## src/hdl/frq_pkg.sv

```systemverilog
`default_nettype none
package frq_pkg;

   localparam int QUEUE_DEPTH   = 16;
   localparam int ID_WIDTH      = 8;
   localparam int PTR_WIDTH     = $clog2(QUEUE_DEPTH);
   localparam int CNT_WIDTH     = $clog2(QUEUE_DEPTH + 1);
   localparam int REQ_WIDTH     = 2;
   localparam int ID_PORT_WIDTH = 8;
   localparam int OCC_WIDTH     = 5;

   localparam logic [REQ_WIDTH-1:0] REQ_APPEND = 2'd0;
   localparam logic [REQ_WIDTH-1:0] REQ_TAKE   = 2'd1;
   localparam logic [REQ_WIDTH-1:0] REQ_REMOVE = 2'd2;

   typedef struct packed {
      logic                 en;
      logic [PTR_WIDTH-1:0] addr;
      logic [ID_WIDTH-1:0]  data;
   } wr_port_type;

   // Position of the entry that lies off places behind base, wrapped once.
   function automatic logic [PTR_WIDTH-1:0] slot_of(input logic [PTR_WIDTH-1:0] base,
                                                    input logic [CNT_WIDTH-1:0] off);
      logic [PTR_WIDTH:0] sum;
      sum = (PTR_WIDTH+1)'(base) + (PTR_WIDTH+1)'(off);
      if (sum >= (PTR_WIDTH+1)'(QUEUE_DEPTH)) begin
         sum = sum - (PTR_WIDTH+1)'(QUEUE_DEPTH);
      end
      return sum[PTR_WIDTH-1:0];
   endfunction

endpackage
`default_nettype wire

```

## src/hdl/fifo_ready_queue_with_removal_core.sv

```systemverilog
`default_nettype none
// Ready queue of thread identifiers held in a circular buffer in one RAM.
// A request is accepted at a clock edge where start is high and busy is low;
// req_type selects append at the tail, take from the head, or remove the
// first entry equal to req_thread_id, closing the gap behind it.
// Each request yields exactly one result, shown for one cycle with rsp_valid
// high; the receiver cannot stall, so results are never held back.
// An append, any request on an empty queue and the unused request code strobe
// their result in the cycle after acceptance; a take first passes through the
// take state, since the head is read from the RAM; a remove walks every entry
// in the walk state, reading one entry per cycle through the single RAM read
// port and writing each entry behind a match back one place earlier.
// busy is high only while a take or a walk is running; a new request may be
// accepted in the cycle the previous result is strobed.
// Synchronous reset empties the queue; the RAM contents are not cleared.
module fifo_ready_queue_with_removal_core (
   input  wire logic                              clock,
   input  wire logic                              reset,
   input  wire logic                              start,
   output logic                                   busy,
   input  wire logic [frq_pkg::REQ_WIDTH-1:0]     req_type,
   input  wire logic [frq_pkg::ID_PORT_WIDTH-1:0] req_thread_id,
   output logic                                   rsp_valid,
   output logic                                   rsp_dispatch_valid,
   output logic      [frq_pkg::ID_PORT_WIDTH-1:0] rsp_dispatch_id,
   output logic                                   rsp_removed,
   output logic                                   rsp_overflow,
   output logic      [frq_pkg::OCC_WIDTH-1:0]     rsp_occupancy
);
   import frq_pkg::*;

   localparam logic [1:0] ST_IDLE = 2'd0;
   localparam logic [1:0] ST_TAKE = 2'd1;
   localparam logic [1:0] ST_WALK = 2'd2;

   logic [1:0]               state_ff, state_in;
   logic [PTR_WIDTH-1:0]     head_ff, head_in;
   logic [CNT_WIDTH-1:0]     count_ff, count_in;
   logic [CNT_WIDTH-1:0]     idx_ff, idx_in;
   logic                     found_ff, found_in;
   logic [ID_WIDTH-1:0]      id_ff, id_in;
   logic                     rsp_valid_ff, rsp_valid_in;
   logic                     dvalid_ff, dvalid_in;
   logic [ID_PORT_WIDTH-1:0] did_ff, did_in;
   logic                     removed_ff, removed_in;
   logic                     overflow_ff, overflow_in;
   logic [OCC_WIDTH-1:0]     occ_ff, occ_in;

   logic                     accept;
   logic [ID_WIDTH-1:0]      id_req;
   logic                     match;
   wr_port_type              wr;
   logic [PTR_WIDTH-1:0]     rd_addr;
   logic [ID_WIDTH-1:0]      rd_data;

   frq_ram u_ram (
      .clock   (clock),
      .wr      (wr),
      .rd_addr (rd_addr),
      .rd_data (rd_data)
   );

   assign busy   = (state_ff != ST_IDLE);
   assign accept = start & ~busy;
   assign id_req = ID_WIDTH'(req_thread_id);
   assign match  = (rd_data == id_ff);

   always_comb begin
      state_in     = state_ff;
      head_in      = head_ff;
      count_in     = count_ff;
      idx_in       = idx_ff;
      found_in     = found_ff;
      id_in        = id_ff;
      rsp_valid_in = 1'b0;
      dvalid_in    = 1'b0;
      did_in       = '0;
      removed_in   = 1'b0;
      overflow_in  = 1'b0;
      wr           = '0;
      rd_addr      = head_ff;

      unique case (state_ff)
         ST_IDLE: begin
            if (accept) begin
               case (req_type)
                  REQ_APPEND: begin
                     rsp_valid_in = 1'b1;
                     if (count_ff == CNT_WIDTH'(QUEUE_DEPTH)) begin
                        overflow_in = 1'b1;
                     end else begin
                        wr.en    = 1'b1;
                        wr.addr  = slot_of(head_ff, count_ff);
                        wr.data  = id_req;
                        count_in = count_ff + CNT_WIDTH'(1);
                     end
                  end
                  REQ_TAKE: begin
                     if (count_ff == '0) begin
                        rsp_valid_in = 1'b1;
                     end else begin
                        state_in = ST_TAKE;
                     end
                  end
                  REQ_REMOVE: begin
                     if (count_ff == '0) begin
                        rsp_valid_in = 1'b1;
                     end else begin
                        state_in = ST_WALK;
                        idx_in   = '0;
                        found_in = 1'b0;
                        id_in    = id_req;
                     end
                  end
                  default: begin
                     rsp_valid_in = 1'b1;
                  end
               endcase
            end
         end
         ST_TAKE: begin
            state_in     = ST_IDLE;
            rsp_valid_in = 1'b1;
            dvalid_in    = 1'b1;
            did_in       = ID_PORT_WIDTH'(rd_data);
            head_in      = slot_of(head_ff, CNT_WIDTH'(1));
            count_in     = count_ff - CNT_WIDTH'(1);
         end
         ST_WALK: begin
            // rd_data holds entry idx_ff; the next entry is read meanwhile.
            rd_addr = slot_of(head_ff, idx_ff + CNT_WIDTH'(1));
            if (found_ff) begin
               wr.en   = 1'b1;
               wr.addr = slot_of(head_ff, idx_ff - CNT_WIDTH'(1));
               wr.data = rd_data;
            end else if (match) begin
               found_in = 1'b1;
            end
            if (idx_ff == count_ff - CNT_WIDTH'(1)) begin
               state_in     = ST_IDLE;
               rsp_valid_in = 1'b1;
               removed_in   = found_ff | match;
               if (found_ff | match) begin
                  count_in = count_ff - CNT_WIDTH'(1);
               end
            end else begin
               idx_in = idx_ff + CNT_WIDTH'(1);
            end
         end
         default: begin
            state_in = ST_IDLE;
         end
      endcase

      occ_in = OCC_WIDTH'(count_in);
   end

   always_ff @(posedge clock) begin
      if (reset) begin
         state_ff     <= ST_IDLE;
         head_ff      <= '0;
         count_ff     <= '0;
         rsp_valid_ff <= 1'b0;
      end else begin
         state_ff     <= state_in;
         head_ff      <= head_in;
         count_ff     <= count_in;
         rsp_valid_ff <= rsp_valid_in;
      end
   end

   always_ff @(posedge clock) begin
      idx_ff      <= idx_in;
      found_ff    <= found_in;
      id_ff       <= id_in;
      dvalid_ff   <= dvalid_in;
      did_ff      <= did_in;
      removed_ff  <= removed_in;
      overflow_ff <= overflow_in;
      occ_ff      <= occ_in;
   end

   assign rsp_valid          = rsp_valid_ff;
   assign rsp_dispatch_valid = dvalid_ff;
   assign rsp_dispatch_id    = did_ff;
   assign rsp_removed        = removed_ff;
   assign rsp_overflow       = overflow_ff;
   assign rsp_occupancy      = occ_ff;

endmodule
`default_nettype wire

```

## src/hdl/frq_ram.sv

```systemverilog
`default_nettype none
module frq_ram (
   input  wire logic                         clock,
   input  wire frq_pkg::wr_port_type         wr,
   input  wire logic [frq_pkg::PTR_WIDTH-1:0] rd_addr,
   output logic      [frq_pkg::ID_WIDTH-1:0]  rd_data
);
   import frq_pkg::*;

   logic [ID_WIDTH-1:0] mem_ff [QUEUE_DEPTH];
   logic [ID_WIDTH-1:0] rd_data_ff;

   // A read of the entry written in the same cycle returns the old contents.
   // The controller never uses the data from such a read.
   always_ff @(posedge clock) begin
      if (wr.en) begin
         mem_ff[wr.addr] <= wr.data;
      end
      rd_data_ff <= mem_ff[rd_addr];
   end

   assign rd_data = rd_data_ff;

endmodule
`default_nettype wire

```

## config.mk

```make
export PLATFORM = sky130hd
export DESIGN_NAME = fifo_ready_queue_with_removal_core
export DESIGN_NICKNAME = d
export VERILOG_FILES = /design/src/hdl/frq_pkg.sv /design/src/hdl/fifo_ready_queue_with_removal_core.sv /design/src/hdl/frq_ram.sv
export SDC_FILE = /design/constraint.sdc
export NUM_CORES = 1
export LEC_CHECK = 0
export BUFFER_PORTS_ARGS = -buffer_cell sky130_fd_sc_hd__buf_4
export CAP_MARGIN = 10
export CELL_PAD_IN_SITES_DETAIL_PLACEMENT = 1
export CELL_PAD_IN_SITES_GLOBAL_PLACEMENT = 1
export CORE_ASPECT_RATIO = 0.8
export CORE_MARGIN = 1
export CORE_UTILIZATION = 33
export CTS_BUF_LIST = sky130_fd_sc_hd__clkbuf_8
export CTS_CLUSTER_DIAMETER = 150
export DETAILED_ROUTE_END_ITERATION = 10
export PLACE_DENSITY_LB_ADDON = 0.1
export SKIP_CTS_REPAIR_TIMING = 1
export SLEW_MARGIN = 15
export SYNTH_ARGS = -nofsm -noshare
export SYNTH_HDL_FRONTEND = slang
export SYNTH_SLANG_ARGS = --single-unit
```

## constraint.sdc

```tcl
create_clock -name clock -period 3.8 [get_ports clock]
set_input_delay 0.38 -clock clock [delete_from_list [all_inputs] [get_ports clock]]
set_output_delay 0.38 -clock clock [all_outputs]
set_load 0.02 [all_outputs]
```

Word level (Yosys, flattened, before mapping)
Memory sizes are Yosys's and may differ from the RTL's. A register that Yosys moved wholly into a read port is not among the register bits. Index checks and enable logic that the tools add are counted.

Register bits after elaboration: 42. Latch bits: 0. Memory bits (writable): 128. Bits in read-only memories: 0. Input bits: 13. Output and inout port bits: 18. Word-level logic and storage cells: 102. Memories kept: 1.

Add/subtract/negate cells: 12. Multipliers: 0. Divide/modulo/power cells: 0. Order comparisons: 4. Eq/ne operators: 15. Shifts and indexed selects: 0. Mux-type cells: 42. Bitwise logic cells: 4. Reductions and logical operators: 12.

Memory list: u_ram.mem_ff (depth 16, bits a word 8, read ports 1, clocked after Yosys merged registers in 1, write ports 1, RTL line frq_ram.sv:10) `logic [ID_WIDTH-1:0] mem_ff [QUEUE_DEPTH];`.

Operator list (number): $mux 13 (4); $mux 5 (9); $pmux 13 s2 (1); $ge 5x5->1 const B (4); $mux 4 (5); $sub 4x1->4 const B (4); $add 4x5->5 (3); $pmux 5 s3 (1); $mux 1 (13); $add 5x1->5 const B (2); $pmux 5 s2 (1); $reduce_and 5->1 (2); $sub 5x1->5 const B (2); $eq 8x8->1 (1); $mux 2 (4); $ne 2x2->1 const B (4); $pmux 2 s2 (2); $reduce_and 4->1 (2); $ne 3x3->1 const B (2); $add 4x1->5 const B (1); $eq 5x5->1 (1); $eq 5x5->1 const B (1); $logic_not 5->1 (1); $eq 2x1->1 const B (2); other kinds (13) (17).

Depth between registers and ports, before layout
Depth in word-level cells: 9. Gate-level depth with buffers: 11. Gate-level depth less buffers: 11.

By module
From an unflattened synthesis, not the netlist that was laid out.

Cells, all modules: 501. Area, all modules: 7746.2 um2.

Modules (own cells, without submodules): frq_ram (times used 1, cells each 229, area an instance 5147.4 um2, sequential area each 4003.8 um2); fifo_ready_queue_with_removal_core (times used 1, cells each 272, area an instance 2598.7 um2, sequential area each 980.9 um2).

Worst setup path before layout
No wires, ideal clock.

Path kind: flip-flop to flip-flop. From: register head_ff[1]. To: memory u_ram.mem_ff[5][0], enable pin. Setup time: 370 ps. Data arrival time: 2448 ps. Data required time: 3430 ps. Slack: 982 ps. Cell stages (with the launch flop): 12. Buffers on the path: 0. Period minus slack after synthesis: 2818 ps. Path through: dfxtp_1 > inv_1 > ha_1 > inv_1 > ha_1 > inv_1 > fa_1 > xor2_1 > xnor2_1 > a22oi_1 > nand2_1 > nor2_1.

Word-level cells in the longest chain between the ends: 7. Elaborated cells on any way between the ends: 13. Those cells by class: add/sub (4); order compare (2); mux (7).

RTL lines: from (decl) (RTL line fifo_ready_queue_with_removal_core.sv:37) `logic [PTR_WIDTH-1:0] head_ff, head_in;`; from (signal assigned) (RTL line fifo_ready_queue_with_removal_core.sv:166) `head_ff <= head_in;`; $add 4x5->5 (RTL line frq_pkg.sv:26) `sum = (PTR_WIDTH+1)'(base) + (PTR_WIDTH+1)'(off);`; $sub 4x1->4 / $ge 5x5->1 (equally long branches) (RTL line frq_pkg.sv:28, frq_pkg.sv:27); $mux 4 (RTL line frq_pkg.sv:27) `if (sum >= (PTR_WIDTH+1)'(QUEUE_DEPTH)) begin`; $mux 13 (RTL line fifo_ready_queue_with_removal_core.sv:89) `if (count_ff == CNT_WIDTH'(QUEUE_DEPTH)) begin`; $mux 13 (RTL line fifo_ready_queue_with_removal_core.sv:86) `case (req_type)`; $mux 13 (RTL line fifo_ready_queue_with_removal_core.sv:85) `if (accept) begin`; $pmux 13 s2 * (RTL line fifo_ready_queue_with_removal_core.sv:83) `unique case (state_ff)`; to (decl) (RTL line frq_ram.sv:10).

Mark *: on every way between the ends. The rest lies on a longest branch, timed or not.

Worst setup path after layout
From: register head_ff[1]. To: memory u_ram.mem_ff[7][3], enable pin.

The elaborated chain is that of the path after synthesis.

==> run summary <==
• status: completed
• WP data required: 3.91 ns
• clk sinks: 178
• netlist area before placement: 8050 µm²
• Antenna Nets Post-Route: 0
• DR WL/cell: 21.5 µm
• RSZ-0062 raised after global routing: false
• die width: 177 µm
• Pleak: 3.38 nW
• proportion of layout cells with a drive suffix above 1: 16.0%
• FF+latch count, synth: 178
• largest voltage drop on the vdd net: 0.189 mV
• H-tree lvl count: 4
• Placement Rows: 50
• IO Pins: 31
• worst-case clock buffer depth: 2
• clock power share: 37.5%
• Sw Pwr: 0.000975 W
• placed standard-cell area: 8760 µm²
• count of final max-slew check failures: 0
• Setup Crit Path Kind: register to register
• Slowest cell on crit path: sky130_fd_sc_hd__nor2_1
• number of max-cap violations: 0
• vertical extent of the die: 142 µm
• number of flops mapped to enable cells by yosys: 142
• final routed DRC violation total: 0
• Clock Latency Late Sink: 0.49 ns
• global-route wire length before repair: 30600 µm
• GR Overflow Total: 0
• die outline area: 25000 µm²
• post-route clock skew: 0.0228 ns
• number of warnings printed during yosys synthesis: 0
• number of instances in the synthesized netlist: 572
• Crit Path Max Fanout: 8
• critical path's most frequent cell: sky130_fd_sc_hd__inv_1
• Layout Cell Area excl Fill: 9200 µm²
• number of nets in the layout: 654
• clock tree root driver cell: sky130_fd_sc_hd__clkbuf_8
• Total Neg Setup Slack: 0 ns
• number of buffers inserted during clock tree synthesis: 17
• WP data arrival: 3.40 ns
• Tcrit/Tclk final: 86.8%
• global placement routability congestion: 0.769
• clock-pin slew on the worst setup and hold paths: 0.12 ns
• switching share of power: 26.6%
• port buffer count: 30
• total via count in the routed design: 4660
• TritonCTS clock tree: done
• syn nets: 606
• core area: 23600 µm²
• number of distinct library cells after synthesis: 66
• mean cell area of the mapped netlist: 14.1 µm²
• Syn-to-layout area delta: 14.2%
• Least-Margin Pin Slew: 0.832 ns
• number of fill cells: 2435
• nature of the critical path startpoint: register
• pin count of the biggest net entering global routing: 33
• final HPWL from detailed placement: 14400 µm
• total area of multi-input combinational cells: 2860 µm²
• Final Setup Violations: 0
• Critical Path Max Stage Delay: 0.63 ns
• internal power: 0.00269 W
• share of async-settable or async-resettable flops after synthesis: 0%
• share of synthesized area occupied by flip-flops and latches: 61.9%
• via density per instance: 4.93
• count of endpoints failing hold in the final timing report: 0
• share of total power in sequential cells: 57.8%
• Max Clock Freq: 303 MHz
• number of design-rule violations left by the first detailed-router iteration: 197
• final critical path time including I/O delays and setup: 3.30 ns
• Cell Chain, Critical Path: inv_1, ha_1, inv_1, ha_1, inv_1, fa_1, xor2_1, xnor2_1, a22oi_1, nand2_1, nor2_1
• cell family contributing the most delay on the critical path: simple AND/OR/NAND/NOR gates
• area used by sequential logic in the layout: 4980 µm²
• global-route usage over all layers: 17.1%
• number of antenna violations at the first check in global routing: 0
• slack of the worst reg-to-reg path: 0.50 ns
• number of antenna diodes: 0
• pwr/cell area: 399 nW/µm²
• category of the worst setup path capture point: register
• Initial Util: 34.0%
• fraction of power consumed by combinational cells: 4.7%
• detailed-routing iteration count for the pre-antenna-repair pass: 4
• most used flip-flop cell after synthesis: sky130_fd_sc_hd__edfxtp_1
• critical path buffer and inverter count: 3
• Detailed Route WL: 20300 µm
• Slew HR: 44.5%
• via count of the first global-routing pass: 4855
• Tightest Hold Check Type: primary input to register
-- placed cells by master (no fill, tap or decap), drive strengths merged, types with 2 or more instances in the layout --
cell    count
nand3      10
xnor2      11
edfxtp    142
clkbuf     17
and3        3
o31a        3
and2       11
dfxtp      36
clkinv      5
a21boi      2
a21oi      13
ha         18
or3         3
fa          3
nor3b       2
inv        31
nand3b      3
buf        54
nor2b       6
o211ai      2
a22o        9
nor4        7
nor3        4
mux2i     121
a21o        3
a22oi       2
nor2       39
xor2       21
o21ai      11
nand2      17
-- metal layers --
layer | global-route usage, % | routed length [µm]
met1 | 25.9 | 11000
met2 | 25.0 | 8650
met3 | 2.87 | 494
met4 | 4.63 | 177
met5 | 0 | 0
-- area by class of cell --
type,count,area share (%)
clock buffer,17,2.54
clock inverter,15,2.15
inverter,22,0.898
multi-input combinational,347,31.1
sequential,178,54.2
tap,312,4.25
timing repair buffer,54,4.82
-- cell usage after synthesis, drive strengths merged (2+ instances only) --
| master | instances | area [µm²] |
|---|---|---|
| mux2i | 121 | 1210 |
| o21ai | 11 | 55.1 |
| nor4 | 7 | 43.8 |
| xor2 | 21 | 191 |
| or3 | 3 | 28.8 |
| nor2 | 39 | 146 |
| nand3 | 10 | 55.1 |
| nor3b | 2 | 26.3 |
| a21boi | 2 | 26.3 |
| inv | 22 | 82.6 |
| a22o | 9 | 78.8 |
| nand3b | 3 | 22.5 |
| a21o | 3 | 22.5 |
| edfxtp | 142 | 4260 |
| and3 | 3 | 18.8 |
| nand2 | 17 | 66.3 |
| o211ai | 2 | 15.0 |
| o31a | 3 | 27.5 |
| a22oi | 2 | 15.0 |
| ha | 18 | 225 |
| buf | 17 | 105 |
| and2 | 11 | 68.8 |
| nor3 | 4 | 25.0 |
| dfxtp | 36 | 721 |
| nor2b | 6 | 45.0 |
| a21oi | 13 | 65.1 |
| clkbuf | 8 | 33.8 |
| fa | 3 | 60.1 |
| xnor2 | 11 | 96.3 |
-- state kept, by name (all words and copies together) (netlist names) --
signal and count:
u_ram.mem_ff 128, id_ff 8, rsp_dispatch_id 8, u_ram.rd_data 8
count_ff 5, idx_ff 5, rsp_occupancy 5, head_ff 4
state_ff 2, found_ff 1, rsp_dispatch_valid 1, rsp_overflow 1
rsp_removed 1, rsp_valid 1
-- power by group through the flow --
stage | Combinational (W) | Clock [W] | Sequential (W)
6_report | 0.000174 | 0.00138 | 0.00212
5_1_grt | 0.000190 | 0.00149 | 0.00212
4_1_cts | 0.000175 | 0.00142 | 0.00212
3_5_place_dp | 0.000175 | 0 | 0.00217
3_3_place_gp | 0.000171 | 0 | 0.00216
2_1_floorplan | 0.000101 | 0 | 0.00216
-- kinds of logic (layout without fill, tap and decap cells) --
kind of cell / after synthesis / count (layout) / share of synthesized area (%)
adder cells (fa/ha/maj): 22 / 22 / 3.67
AND/OR/NAND/NOR: 113 / 113 / 7.65
multiplexers: 122 / 122 / 15.2
buffers and inverters: 47 / 108 / 2.75
AO/OA/AOI/OAI: 58 / 58 / 5.25
flip-flops: 178 / 178 / 61.9
XOR/XNOR: 32 / 32 / 3.57
-- final timing paths --
path	startpoint	to	depth (start not counted)
min	req_thread_id[7]	id_ff[7]$_DFFE_PP_	1
max reg2reg	head_ff[1]$_SDFFE_PP0P_	u_ram.mem_ff[7][3]$_DFFE_PP_	11
min reg2reg	u_ram.rd_data[1]$_DFF_P_	rsp_dispatch_id[1]$_SDFF_PN0_	1
max	head_ff[1]$_SDFFE_PP0P_	u_ram.mem_ff[7][3]$_DFFE_PP_	11
-- metrics by stage --
stage / hold slack (ns) / setup WS (ns) / util, % / total power [W] / std cells
6_report: 0.0821 / 0.503 / 38.9 / 0.00367 / 945
5_1_grt: 0.0493 / 0.230 / 38.9 / 0.00380 / 945
4_1_cts: 0.0453 / 0.463 / 38.9 / 0.00372 / 945
3_5_place_dp: 0.503 / 0.463 / 37.1 / 0.00234 / 913
3_3_place_gp: 0.517 / 0.609 / 37.1 / 0.00234 / 913
2_1_floorplan: 0.474 / 0.982 / - / 0.00226 / 572
(Power assumes the default switching activity.)
